### src/design/gai_pkg.sv
// ----------------------------------------------------------------------------
// gai_pkg
// Shared types and constants for the gyro angle integrator: microcode word,
// status flags, configuration bundle and fixed arithmetic constants.
// ----------------------------------------------------------------------------
package gai_pkg;

  localparam int RATE_W  = 16;
  localparam int STAMP_W = 24;
  localparam int ANGLE_W = 31;
  localparam int CFG_W   = 15;
  localparam int CIDX_W  = 2;
  localparam int SUM_W   = 57;
  localparam int PC_W    = 5;
  localparam int AXIS_W  = 2;
  localparam int AXES    = 3;

  // register indexes on the configuration port
  localparam logic [CIDX_W-1:0] CFG_SCALE    = 2'd0;
  localparam logic [CIDX_W-1:0] CFG_DEADBAND = 2'd1;
  localparam logic [CIDX_W-1:0] CFG_GAIN     = 2'd2;
  localparam logic [CIDX_W-1:0] CFG_TICK     = 2'd3;

  localparam logic [9:0]  SCALE_RST    = 10'd610;
  localparam logic [14:0] DEADBAND_RST = 15'd20;
  localparam logic [3:0]  GAIN_RST     = 4'd2;
  localparam logic [7:0]  TICK_RST     = 8'd10;

  // x / 10 == (x * RECIP10) >> 35 for every 32-bit unsigned x
  localparam logic [31:0] RECIP10     = 32'hCCCC_CCCD;
  localparam int          RECIP_SHIFT = 35;

  localparam logic signed [SUM_W-1:0] FULL_TURN   = SUM_W'(360_000_000);
  localparam logic signed [SUM_W-1:0] ANGLE_CLAMP = SUM_W'(720_000_000);

  typedef logic [PC_W-1:0] pc_t;

  typedef enum logic [4:0] {
    OP_NOP,
    OP_START,
    OP_DT,
    OP_LD_DT,
    OP_GAIN,
    OP_NEG,
    OP_SCALE,
    OP_RECIP,
    OP_DELTA,
    OP_SUM,
    OP_WRAP_HI,
    OP_WRAP_LO,
    OP_SAT,
    OP_INT_DONE,
    OP_DEC_ABS,
    OP_DEC_MUL,
    OP_DEC_SUB,
    OP_STILL_DONE,
    OP_PRIME,
    OP_EMIT
  } op_t;

  typedef enum logic [2:0] {
    C_NEVER,
    C_ALWAYS,
    C_NOT_PRIMED,
    C_RPT_STAMP,
    C_STILL,
    C_AXIS_MORE,
    C_OUT_BLOCKED
  } cond_t;

  typedef struct packed {
    op_t   op;
    cond_t cond;
    pc_t   target;
    logic  last;
  } ctrl_t;

  typedef struct packed {
    logic primed;
    logic rpt_stamp;
    logic still;
    logic axis_last;
  } status_t;

  typedef struct packed {
    logic [9:0]  scale_tenths;
    logic [14:0] deadband;
    logic [3:0]  speed_gain;
    logic [7:0]  tick_us;
  } cfg_t;

endpackage

### src/design/gai_seq.sv
// ----------------------------------------------------------------------------
// gai_seq
// Microcode sequencer: step counter, control store and conditional jumps.
// ----------------------------------------------------------------------------
module gai_seq (
  input  logic             clk,
  input  logic             rst_n,
  input  logic             start,
  input  gai_pkg::status_t status,
  input  logic             out_blocked,
  output gai_pkg::ctrl_t   ctrl,
  output logic             busy
);
  import gai_pkg::*;

  localparam pc_t A_START = 5'd0;
  localparam pc_t A_GAIN  = 5'd5;
  localparam pc_t A_DEC   = 5'd15;
  localparam pc_t A_PRIME = 5'd19;
  localparam pc_t A_EMIT  = 5'd20;

  localparam ctrl_t IDLE_WORD = '{op: OP_NOP, cond: C_NEVER, target: A_START, last: 1'b0};

  pc_t  pc_r;
  logic busy_r;
  logic take;

  function automatic ctrl_t rom(pc_t a);
    ctrl_t w;
    w = '{op: OP_NOP, cond: C_NEVER, target: A_EMIT, last: 1'b0};
    unique case (a)
      5'd0:  begin w.op = OP_START;      w.cond = C_NOT_PRIMED; w.target = A_PRIME; end
      5'd1:  begin w.op = OP_NOP;        w.cond = C_RPT_STAMP;  w.target = A_EMIT;  end
      5'd2:  begin w.op = OP_NOP;        w.cond = C_STILL;      w.target = A_DEC;   end
      5'd3:  w.op = OP_DT;
      5'd4:  w.op = OP_LD_DT;
      5'd5:  w.op = OP_GAIN;
      5'd6:  w.op = OP_NEG;
      5'd7:  w.op = OP_SCALE;
      5'd8:  w.op = OP_RECIP;
      5'd9:  w.op = OP_DELTA;
      5'd10: w.op = OP_SUM;
      5'd11: w.op = OP_WRAP_HI;
      5'd12: w.op = OP_WRAP_LO;
      5'd13: begin w.op = OP_SAT;        w.cond = C_AXIS_MORE;  w.target = A_GAIN;  end
      5'd14: begin w.op = OP_INT_DONE;   w.cond = C_ALWAYS;     w.target = A_EMIT;  end
      5'd15: w.op = OP_DEC_ABS;
      5'd16: w.op = OP_DEC_MUL;
      5'd17: begin w.op = OP_DEC_SUB;    w.cond = C_AXIS_MORE;  w.target = A_DEC;   end
      5'd18: begin w.op = OP_STILL_DONE; w.cond = C_ALWAYS;     w.target = A_EMIT;  end
      5'd19: begin w.op = OP_PRIME;      w.cond = C_ALWAYS;     w.target = A_EMIT;  end
      5'd20: begin
        w.op = OP_EMIT; w.cond = C_OUT_BLOCKED; w.target = A_EMIT; w.last = 1'b1;
      end
      default: begin w.op = OP_NOP; w.cond = C_ALWAYS; w.target = A_EMIT; end
    endcase
    return w;
  endfunction

  assign ctrl = busy_r ? rom(pc_r) : IDLE_WORD;
  assign busy = busy_r;

  always_comb begin
    unique case (ctrl.cond)
      C_NEVER:       take = 1'b0;
      C_ALWAYS:      take = 1'b1;
      C_NOT_PRIMED:  take = !status.primed;
      C_RPT_STAMP:   take = status.rpt_stamp;
      C_STILL:       take = status.still;
      C_AXIS_MORE:   take = !status.axis_last;
      C_OUT_BLOCKED: take = out_blocked;
      default:       take = 1'b0;
    endcase
  end

  always_ff @(posedge clk) begin
    if (!rst_n) begin
      busy_r <= 1'b0;
      pc_r   <= A_START;
    end else if (start) begin
      busy_r <= 1'b1;
      pc_r   <= A_START;
    end else if (busy_r) begin
      if (take) begin
        pc_r <= ctrl.target;
      end else if (ctrl.last) begin
        busy_r <= 1'b0;
      end else begin
        pc_r <= pc_r + 1'b1;
      end
    end
  end

endmodule

### src/design/gai_datapath.sv
// ----------------------------------------------------------------------------
// gai_datapath
// Angle state, sample latch and the shared 32x32 multiplier, steered by the
// current microcode word.
// ----------------------------------------------------------------------------
module gai_datapath (
  input  logic                               clk,
  input  logic                               rst_n,
  input  logic                               ld,
  input  logic signed [gai_pkg::RATE_W-1:0]  rate_x,
  input  logic signed [gai_pkg::RATE_W-1:0]  rate_y,
  input  logic signed [gai_pkg::RATE_W-1:0]  rate_z,
  input  logic        [gai_pkg::STAMP_W-1:0] stamp,
  input  gai_pkg::cfg_t                      cfg,
  input  gai_pkg::ctrl_t                     ctrl,
  output gai_pkg::status_t                   status,
  output logic signed [gai_pkg::ANGLE_W-1:0] angle_x,
  output logic signed [gai_pkg::ANGLE_W-1:0] angle_y,
  output logic signed [gai_pkg::ANGLE_W-1:0] angle_z,
  output logic                               still,
  output logic                               fresh
);
  import gai_pkg::*;

  // sample latch
  logic signed [RATE_W-1:0]  rate_r [AXES];
  logic        [STAMP_W-1:0] stamp_r;

  // state
  logic signed [ANGLE_W-1:0] acc_r [AXES];
  logic        [STAMP_W-1:0] last_int_r;
  logic        [STAMP_W-1:0] last_seen_r;
  logic                      primed_r;
  logic        [AXIS_W-1:0]  axis_r;
  logic                      still_r;
  logic                      fresh_r;

  // working registers
  logic [63:0]               prod_r;
  logic [31:0]               dtus_r;
  logic [ANGLE_W-1:0]        mag_r;
  logic                      sign_r;
  logic signed [SUM_W-1:0]   sum_r;

  logic [31:0]               mul_a;
  logic [31:0]               mul_b;
  logic                      mul_en;
  logic [63:0]               mul_p;
  logic signed [RATE_W-1:0]  rate_sel;
  logic signed [ANGLE_W-1:0] acc_sel;
  logic [STAMP_W-1:0]        dt;
  logic [RATE_W-1:0]         g16;
  logic [RATE_W:0]           g_mag;
  logic [ANGLE_W-1:0]        acc_mag;
  logic [21:0]               q_rate;
  logic [26:0]               q_dec;
  logic [ANGLE_W-1:0]        q_dec_w;
  logic [SUM_W-1:0]          delta_mag;
  logic signed [SUM_W-1:0]   delta_s;
  logic signed [SUM_W-1:0]   acc_ext;
  logic signed [SUM_W-1:0]   sum_nxt;
  logic signed [ANGLE_W-1:0] sat_val;

  function automatic logic in_band(logic signed [RATE_W-1:0] r, logic [14:0] db);
    logic signed [RATE_W:0] r17;
    logic signed [RATE_W:0] d17;
    r17 = {r[RATE_W-1], r};
    d17 = {2'b00, db};
    return (r17 > -d17) && (r17 < d17);
  endfunction

  always_comb begin
    unique case (axis_r)
      2'd0:    begin rate_sel = rate_r[0]; acc_sel = acc_r[0]; end
      2'd1:    begin rate_sel = rate_r[1]; acc_sel = acc_r[1]; end
      default: begin rate_sel = rate_r[2]; acc_sel = acc_r[2]; end
    endcase
  end

  assign dt      = stamp_r - last_int_r;
  assign g16     = RATE_W'(~prod_r[RATE_W-1:0] + 1'b1);
  // magnitude of the negated, wrapped rate; the most negative code maps to 2^15
  assign g_mag   = g16[RATE_W-1] ? (RATE_W+1)'(17'h1_0000 - {1'b0, g16}) : {1'b0, g16};
  assign acc_mag = acc_sel[ANGLE_W-1] ? ANGLE_W'(~acc_sel + 1'b1) : ANGLE_W'(acc_sel);
  assign q_rate  = prod_r[RECIP_SHIFT+21:RECIP_SHIFT];
  assign q_dec   = prod_r[RECIP_SHIFT+26:RECIP_SHIFT];
  assign q_dec_w = {4'b0000, q_dec};

  assign delta_mag = {3'b000, prod_r[53:0]};
  assign delta_s   = sign_r ? $signed(SUM_W'(~delta_mag + 1'b1)) : $signed(delta_mag);
  assign acc_ext   = {{(SUM_W-ANGLE_W){acc_sel[ANGLE_W-1]}}, acc_sel};
  assign sum_nxt   = acc_ext + delta_s;

  always_comb begin
    priority if (sum_r > ANGLE_CLAMP) sat_val = ANGLE_W'(ANGLE_CLAMP);
    else if (sum_r < -ANGLE_CLAMP)    sat_val = ANGLE_W'(-ANGLE_CLAMP);
    else                              sat_val = ANGLE_W'(sum_r);
  end

  // operand steering for the one shared multiplier
  always_comb begin
    mul_en = 1'b1;
    unique case (ctrl.op)
      OP_DT:      begin mul_a = {8'd0, dt};            mul_b = {24'd0, cfg.tick_us};      end
      OP_GAIN:    begin mul_a = {16'd0, rate_sel};     mul_b = {28'd0, cfg.speed_gain};   end
      OP_SCALE:   begin mul_a = {1'b0, mag_r};         mul_b = {22'd0, cfg.scale_tenths}; end
      OP_RECIP:   begin mul_a = prod_r[31:0];          mul_b = RECIP10;                   end
      OP_DELTA:   begin mul_a = {10'd0, q_rate};       mul_b = dtus_r;                    end
      OP_DEC_MUL: begin mul_a = {1'b0, mag_r};         mul_b = RECIP10;                   end
      default:    begin mul_a = 32'd0; mul_b = 32'd0; mul_en = 1'b0;                    end
    endcase
  end

  assign mul_p = mul_a * mul_b;

  always_ff @(posedge clk) begin
    if (ld) begin
      rate_r[0] <= rate_x;
      rate_r[1] <= rate_y;
      rate_r[2] <= rate_z;
      stamp_r   <= stamp;
    end
    if (mul_en) begin
      prod_r <= mul_p;
    end
    unique case (ctrl.op)
      OP_LD_DT:   dtus_r <= prod_r[31:0];
      OP_NEG:     begin mag_r <= {{(ANGLE_W-RATE_W-1){1'b0}}, g_mag}; sign_r <= g16[RATE_W-1]; end
      OP_DEC_ABS: begin mag_r <= acc_mag; sign_r <= acc_sel[ANGLE_W-1]; end
      OP_SUM:     sum_r <= sum_nxt;
      OP_WRAP_HI: if (sum_r > FULL_TURN) sum_r <= sum_r - FULL_TURN;
      OP_WRAP_LO: if (sum_r < -FULL_TURN) sum_r <= sum_r + FULL_TURN;
      default: ;
    endcase
  end

  always_ff @(posedge clk) begin
    if (!rst_n) begin
      acc_r[0]    <= '0;
      acc_r[1]    <= '0;
      acc_r[2]    <= '0;
      last_int_r  <= '0;
      last_seen_r <= '0;
      primed_r    <= 1'b0;
      axis_r      <= '0;
      still_r     <= 1'b0;
      fresh_r     <= 1'b0;
    end else begin
      unique case (ctrl.op)
        OP_START: begin
          axis_r  <= '0;
          still_r <= 1'b0;
          fresh_r <= 1'b0;
        end
        OP_SAT: begin
          acc_r[axis_r] <= sat_val;
          axis_r        <= axis_r + 1'b1;
        end
        OP_DEC_SUB: begin
          acc_r[axis_r] <= sign_r ? acc_sel + $signed(q_dec_w) : acc_sel - $signed(q_dec_w);
          axis_r        <= axis_r + 1'b1;
        end
        OP_INT_DONE: begin
          last_int_r  <= stamp_r;
          last_seen_r <= stamp_r;
          fresh_r     <= 1'b1;
        end
        OP_STILL_DONE: begin
          last_seen_r <= stamp_r;
          still_r     <= 1'b1;
          fresh_r     <= 1'b1;
        end
        OP_PRIME: begin
          last_int_r <= stamp_r;
          primed_r   <= 1'b1;
        end
        default: ;
      endcase
    end
  end

  assign status.primed    = primed_r;
  assign status.rpt_stamp = (stamp_r == last_seen_r);
  assign status.still     = in_band(rate_r[0], cfg.deadband) && in_band(rate_r[1], cfg.deadband)
                            && in_band(rate_r[2], cfg.deadband);
  assign status.axis_last = (axis_r == AXIS_W'(AXES - 1));

  assign angle_x = acc_r[0];
  assign angle_y = acc_r[1];
  assign angle_z = acc_r[2];
  assign still   = still_r;
  assign fresh   = fresh_r;

endmodule

### src/design/gyro_angle_integrator_core.sv
// ----------------------------------------------------------------------------
// gyro_angle_integrator_core
// Three-axis gyro rate integrator with deadband decay, microcode controlled.
// ----------------------------------------------------------------------------
// One sample at a time. Each transfer on the input channel yields exactly one
// result transfer carrying the three angles (1e-6 degree units) after that
// sample. A sample that only primes the timestamp, or repeats the previous
// one, does no integration; a still sample (all rates inside the deadband)
// runs the decay steps instead of the integration. Input stall drops in the
// cycle after the last step, and no new sample is taken before then. The
// integration work centres on the single shared 32x32 multiplier: every axis
// goes through it four times (gain, range factor, divide by ten, elapsed
// time), followed by the wrap and clamp steps, all sequenced by microcode.
// The result sits in an output register, so the block only waits on a
// stalled result when the next one is ready to go out.
// ----------------------------------------------------------------------------
module gyro_angle_integrator_core (
  input  logic                               clk,
  input  logic                               rst_n,
  // sample channel
  input  logic                               in_valid,
  output logic                               in_stall,
  input  logic signed [gai_pkg::RATE_W-1:0]  in_rate_x,
  input  logic signed [gai_pkg::RATE_W-1:0]  in_rate_y,
  input  logic signed [gai_pkg::RATE_W-1:0]  in_rate_z,
  input  logic        [gai_pkg::STAMP_W-1:0] in_stamp,
  // result channel
  output logic                               out_valid,
  input  logic                               out_stall,
  output logic signed [gai_pkg::ANGLE_W-1:0] out_angle_x,
  output logic signed [gai_pkg::ANGLE_W-1:0] out_angle_y,
  output logic signed [gai_pkg::ANGLE_W-1:0] out_angle_z,
  output logic                               out_still,
  output logic                               out_fresh,
  // configuration writes
  input  logic                               cfg_wr_en,
  input  logic        [gai_pkg::CIDX_W-1:0]  cfg_index,
  input  logic        [gai_pkg::CFG_W-1:0]   cfg_wdata
);
  import gai_pkg::*;

  cfg_t    cfg_r;
  ctrl_t   ctrl;
  status_t status;
  logic    busy;
  logic    in_xfer;
  logic    out_blocked;
  logic    emit;

  logic signed [ANGLE_W-1:0] dp_ax;
  logic signed [ANGLE_W-1:0] dp_ay;
  logic signed [ANGLE_W-1:0] dp_az;
  logic                      dp_still;
  logic                      dp_fresh;

  logic                      out_valid_r;
  logic signed [ANGLE_W-1:0] out_ax_r;
  logic signed [ANGLE_W-1:0] out_ay_r;
  logic signed [ANGLE_W-1:0] out_az_r;
  logic                      out_still_r;
  logic                      out_fresh_r;

  // stall while the sequencer owns the sample latch
  assign in_stall    = busy;
  assign in_xfer     = in_valid && !in_stall;
  assign out_blocked = out_valid_r && out_stall;
  // the emit step holds in place until the output register can take the result
  assign emit        = (ctrl.op == OP_EMIT) && !out_blocked;

  // configuration registers; unknown indexes fall through
  always_ff @(posedge clk) begin
    if (!rst_n) begin
      cfg_r.scale_tenths <= SCALE_RST;
      cfg_r.deadband     <= DEADBAND_RST;
      cfg_r.speed_gain   <= GAIN_RST;
      cfg_r.tick_us      <= TICK_RST;
    end else if (cfg_wr_en) begin
      unique case (cfg_index)
        CFG_SCALE:    cfg_r.scale_tenths <= cfg_wdata[9:0];
        CFG_DEADBAND: cfg_r.deadband     <= cfg_wdata[14:0];
        CFG_GAIN:     cfg_r.speed_gain   <= cfg_wdata[3:0];
        CFG_TICK:     cfg_r.tick_us      <= cfg_wdata[7:0];
        default: ;
      endcase
    end
  end

  gai_seq u_seq (
    .clk         (clk),
    .rst_n       (rst_n),
    .start       (in_xfer),
    .status      (status),
    .out_blocked (out_blocked),
    .ctrl        (ctrl),
    .busy        (busy)
  );

  gai_datapath u_dp (
    .clk     (clk),
    .rst_n   (rst_n),
    .ld      (in_xfer),
    .rate_x  (in_rate_x),
    .rate_y  (in_rate_y),
    .rate_z  (in_rate_z),
    .stamp   (in_stamp),
    .cfg     (cfg_r),
    .ctrl    (ctrl),
    .status  (status),
    .angle_x (dp_ax),
    .angle_y (dp_ay),
    .angle_z (dp_az),
    .still   (dp_still),
    .fresh   (dp_fresh)
  );

  // output register: a new result may replace one leaving in the same cycle
  always_ff @(posedge clk) begin
    if (!rst_n) begin
      out_valid_r <= 1'b0;
    end else if (emit) begin
      out_valid_r <= 1'b1;
    end else if (out_valid_r && !out_stall) begin
      out_valid_r <= 1'b0;
    end
  end

  always_ff @(posedge clk) begin
    if (emit) begin
      out_ax_r    <= dp_ax;
      out_ay_r    <= dp_ay;
      out_az_r    <= dp_az;
      out_still_r <= dp_still;
      out_fresh_r <= dp_fresh;
    end
  end

  assign out_valid   = out_valid_r;
  assign out_angle_x = out_ax_r;
  assign out_angle_y = out_ay_r;
  assign out_angle_z = out_az_r;
  assign out_still   = out_still_r;
  assign out_fresh   = out_fresh_r;

  // a taken sample always keeps the input stalled on the next cycle
  a_xfer_then_busy: assert property (@(posedge clk) disable iff (!rst_n)
    in_xfer |=> in_stall)
    else $error("sample taken but sequencer not busy");

  // a result only appears after the emit step of a running program
  a_rise_from_emit: assert property (@(posedge clk) disable iff (!rst_n)
    $rose(out_valid) |-> $past(emit))
    else $error("result raised without emit step");

  // emit only happens while a sample is being worked on
  a_emit_busy: assert property (@(posedge clk) disable iff (!rst_n)
    emit |-> busy)
    else $error("emit outside a program run");

  // a decayed sample is always a processed one
  a_still_fresh: assert property (@(posedge clk) disable iff (!rst_n)
    out_valid && out_still |-> out_fresh)
    else $error("still result without fresh flag");

endmodule
### config.mk
export PLATFORM = sky130hd
export DESIGN_NAME = gyro_angle_integrator_core
export DESIGN_NICKNAME = d
export VERILOG_FILES = /design/src/design/gai_pkg.sv /design/src/design/gai_seq.sv /design/src/design/gai_datapath.sv /design/src/design/gyro_angle_integrator_core.sv
export SDC_FILE = /design/constraint.sdc
export NUM_CORES = 2
export LEC_CHECK = 0
export ABC_AREA = 1
export BUFFER_PORTS_ARGS = -buffer_cell sky130_fd_sc_hd__buf_4
export CORE_MARGIN = 4
export CORE_UTILIZATION = 40
export CTS_BUF_LIST = sky130_fd_sc_hd__clkbuf_4
export DETAILED_ROUTE_END_ITERATION = 7
export HOLD_SLACK_MARGIN = 0.12
export SYNTH_ARGS = -nofsm -noshare
export SYNTH_HDL_FRONTEND = slang
export SYNTH_SLANG_ARGS = --single-unit
### constraint.sdc
create_clock -name clk -period 8.8 [get_ports clk]
set_input_delay 0.44 -clock clk [delete_from_list [all_inputs] [get_ports clk]]
set_output_delay 0.44 -clock clk [all_outputs]
set_load 0.02 [all_outputs]
==> results.py <==
metrics = {
    "setup_path": {
        "crit_slowest_cell": "sky130_fd_sc_hd__fa_1",
        "end_kind": "flip-flop",
        "timing.rr.start": "u_dp.stamp_r[1]",
        "worst_path_largest_cell_delay_ns": 0.56,
        "rr_worst_depth": 42,
        "setup.reg_to_reg.worst_slack_ns": -0.34,
        "cp-start-kind": "flip-flop",
        "crit_fanout": 4,
        "critPathRequiredTime_ns": 9.59,
        "timing.critical_path.arrival_ns": 9.93,
        "timing_worst_setup_path_type": "reg -> reg",
        "rr_endpoint": "u_dp.prod_r[54]",
    },
    "worst_hold_path": {
        "worst_hold_end": "cfg_r[35]",
        "whs_path_depth": 4,
        "hold_path.class": "in -> reg",
        "min_from": "cfg_wdata[8]",
    },
    "clock_network": {
        "cts-root-buf": "sky130_fd_sc_hd__clkbuf_4",
        "cts_tree": "built",
        "clk-insertion-delay-late_ns": 1.12,
        "sinks_on_the_clock_net": 540,
        "clock_pin_transition_on_the_worst_setup_and_hold_timing_paths_ns": 0.07,
        "tritoncts.num_buffers": 153,
        "ctsLongestPathBuffers": 3,
        "count_of_h_tree_levels_built_during_cts": 4,
    },
    "floorplanning": {
        "ios": 191,
        "placementRows": 152,
        "initial_utilization": 0.404,
        "die-height_um": 425,
        "die_w_um": 425,
        "full_die_area_um2": 181000,
        "placeable_core_region_um2": 172000,
    },
    "sta": {
        "tightestPinTransition_ns": 1.22,
        "fmaxAchievable_mhz": 109,
        "layout_worst_path_cycle_share": 1.04,
        "final.setup_skew_ns": 0.109,
        "timing.setup.tns_ns": -6.33,
        "rel_slew_slack": 0.188,
        "final_number_of_setup_violating_endpoints": 35,
        "hold_viol_final": 0,
        "slew_violations": 0,
        "final_critical_path_setup_slack_ns": -0.340,
        "final_min_period_ns": 9.14,
        "setup_repair_after_global_routing_missed_its_margin": "yes",
    },
    "route": {
        "routed_via_density": 5.17,
        "antenna_violating_nets_post_route": 0,
        "routed_vias": 64200,
        "drt_iter0_markers": 5546,
        "firstDrtPassIters": 7,
        "route.detailed.drc": 0,
        "drt-total-wl_um": 270000,
        "routed_len_inst_um": 21.7,
    },
    "grt": {
        "largest_net_degree_at_the_start_of_global_routing": 92,
        "grt_util_met3": 0.0440,
        "number_of_antenna_violations_at_the_first_check_in_global_routing": 7,
        "total_gr_overflow": 0,
        "grt_pass1_vias": 65600,
        "top_usage_layer": "met2",
        "met2_track_demand_over_resource": 0.502,
        "first_pass_grt_wire_length_um": 405000,
        "grt_util_all_layers": 0.296,
        "use_met1": 0.377,
    },
    "finish": {
        "fraction_of_final_layout_cells_with_drive_strength_greater_than_1": 0.204,
        "final_core_utilization": 0.515,
        "n_fill_cell": 16500,
        "ff_latch_area_um2": 15300,
        "total_area_of_multi_input_combinational_cells_um2": 48800,
        "area.growth.synth_to_final_pct": 27.4,
        "fin_nets": 11400,
    },
    "synthesis": {
        "yosys_register_bits": 540,
        "postSynth.topFlopCell": "sky130_fd_sc_hd__edfxtp_1",
        "ranking_of_synthesized_cells_by_instance_count": "1978 x sky130_fd_sc_hd__inv_1, 1612 x sky130_fd_sc_hd__nand2_1, 898 x sky130_fd_sc_hd__fa_1",
        "fraction_of_registers_with_async_set_or_reset_after_synthesis": 0,
        "ys_types": 77,
        "post-synth-top-area-fraction": 0.258,
        "synth-edff-count": 443,
        "synth-warning-count": 0,
        "postSynthCellCount": 8648,
        "yosysMostFrequentCell": "sky130_fd_sc_hd__inv_1",
        "syn_avg_cell_area_um2": 8.06,
        "yosysSeqAreaShare": 0.219,
        "yosys.area.top_type": "sky130_fd_sc_hd__fa_1",
        "post_synth_main_area_contributors": "sky130_fd_sc_hd__fa_1 26%, sky130_fd_sc_hd__edfxtp_1 19%, sky130_fd_sc_hd__inv_1 11%",
        "netlist_area_um2": 69700,
    },
    "outcome": {
        "outcome": "finished with violations",
        "violations": "negative setup slack",
    },
    "power": {
        "power_leakage_nw": 44.0,
        "max-vdd-ir-drop_uv": 170,
        "pwr_density_cell_nw_per_um2": 114,
    },
    "flow_run": {
        "max-cap-violations": 0,
    },
    "placed_design": {
        "place_congestion": 0.984,
        "buffer_ports.inserted": 190,
        "dp_hpwl_um": 219000,
    },
}
layout by cell type (no fill, tap or decap), types with 105 or more instances in the layout:
cell and instances:
sky130_fd_sc_hd__fa_1 851, sky130_fd_sc_hd__xor2_1 182, sky130_fd_sc_hd__nand3_1 203, sky130_fd_sc_hd__ha_1 400
sky130_fd_sc_hd__dlygate4sd3_1 200, sky130_fd_sc_hd__edfxtp_1 443, sky130_fd_sc_hd__clkbuf_4 200, sky130_fd_sc_hd__inv_2 132
sky130_fd_sc_hd__a21oi_1 462, sky130_fd_sc_hd__o21ai_0 342, sky130_fd_sc_hd__buf_4 948, sky130_fd_sc_hd__inv_1 1877
sky130_fd_sc_hd__conb_1 105, sky130_fd_sc_hd__nor2_1 737, sky130_fd_sc_hd__nand2_1 1530
flip-flops by register name, indices dropped and copies added (netlist names), 24 cells and up:
register and count:
out_angle_z 31, u_dp.last_seen_r 24, u_dp.last_int_r 24, u_dp.stamp_r 24
u_dp.mag_r 31, u_dp.sum_r 57, out_angle_y 31, out_angle_x 31
u_dp.acc_r 93, u_dp.rate_r 48, cfg_r 37, u_dp.prod_r 62
u_dp.dtus_r 32
power breakdown:
| part | internal (W) | switching [W] |
|---|---|---|
| clock network | 0.00109 | 0.00124 |
| logic | 0.00203 | 0.00269 |
| registers | 0.00295 | 0.000143 |
| total | 0.00608 | 0.00407 |
final cells by class:
cell class	count	area share
multi-input cells	5918	0.550
flip-flops and latches	540	0.172
repair buffers	1340	0.137
inverters	2037	0.0870
well taps	2310	0.0326
clock buffers	200	0.0169
clock inverters	75	0.00433
diodes	6	0.000169
timing repair:
action                                  in CTS  in global routing
hold buffers                               200                  0
gates cloned                                 5                  3
setup buffers                               79                 52
pin swaps                                  322                215
resized for setup                          538                308
endpoints found under the setup margin      47                 49
hold endpoints to repair                   196                  0
through the flow:
| step | instance area, um2 | total power (W) | cells | hold slack, ns | setup WS (ns) |
|---|---|---|---|---|---|
| floorplan | 70100 | 0.00544 | 8751 | 0.403 | 0.122 |
| global placement | 80200 | 0.00735 | 11800 | 0.418 | -0.950 |
| detailed placement | 80200 | 0.00735 | 11800 | 0.411 | -0.996 |
| CTS | 87100 | 0.0100 | 12400 | 0.120 | -0.364 |
| global route | 88700 | 0.0108 | 12400 | 0.183 | -0.650 |
| finish | 88700 | 0.0101 | 12400 | 0.245 | -0.340 |
cells by family (layout without fill, tap and decap cells):
logic type | Yosys count | after routing | synth area share
other | 2 | 111 | 0.000108
AO/OA/AOI/OAI | 1219 | 1219 | 0.102
adder cells (fa/ha/maj) | 1362 | 1362 | 0.341
XOR/XNOR | 271 | 271 | 0.0341
flip-flops | 540 | 540 | 0.219
multiplexers | 3 | 3 | 0.000431
buffers and inverters | 2293 | 3652 | 0.128
AND/OR/NAND/NOR | 2958 | 2958 | 0.175
how the worst max path moves through the flow:
stage                          startpoint               to  slack [ns]  cells past startpoint
after floorplan             u_seq.pc_r[0]  u_dp.prod_r[44]        0.12                     48
after detailed placement    u_seq.pc_r[0]  u_dp.prod_r[57]        -1.0                     45
after global routing      u_dp.stamp_r[1]  u_dp.prod_r[54]       -0.65                     42
after global placement      u_seq.pc_r[0]  u_dp.prod_r[59]       -0.95                     47
final                     u_dp.stamp_r[1]  u_dp.prod_r[54]       -0.34                     42
after CTS                   u_seq.pc_r[1]  u_dp.prod_r[56]       -0.36                     51
critical path: cells and delay by family, from the launching register on:
family | cells | cell delay (ns)
xor+xnor | 2 | 0.31
fa+ha+maj | 10 | 4.62
flops | 1 | 0.43
compound gates | 8 | 1.29
simple gates | 9 | 0.74
buf+inv | 13 | 1.44
routing by layer:
metal	part of all wire	vias to the layer above
li1	-	29600
met1	0.40	31600
met2	0.48	2435
met3	0.069	595
met4	0.052	6
met5	0.00013	-
(Power assumes the default switching activity.)
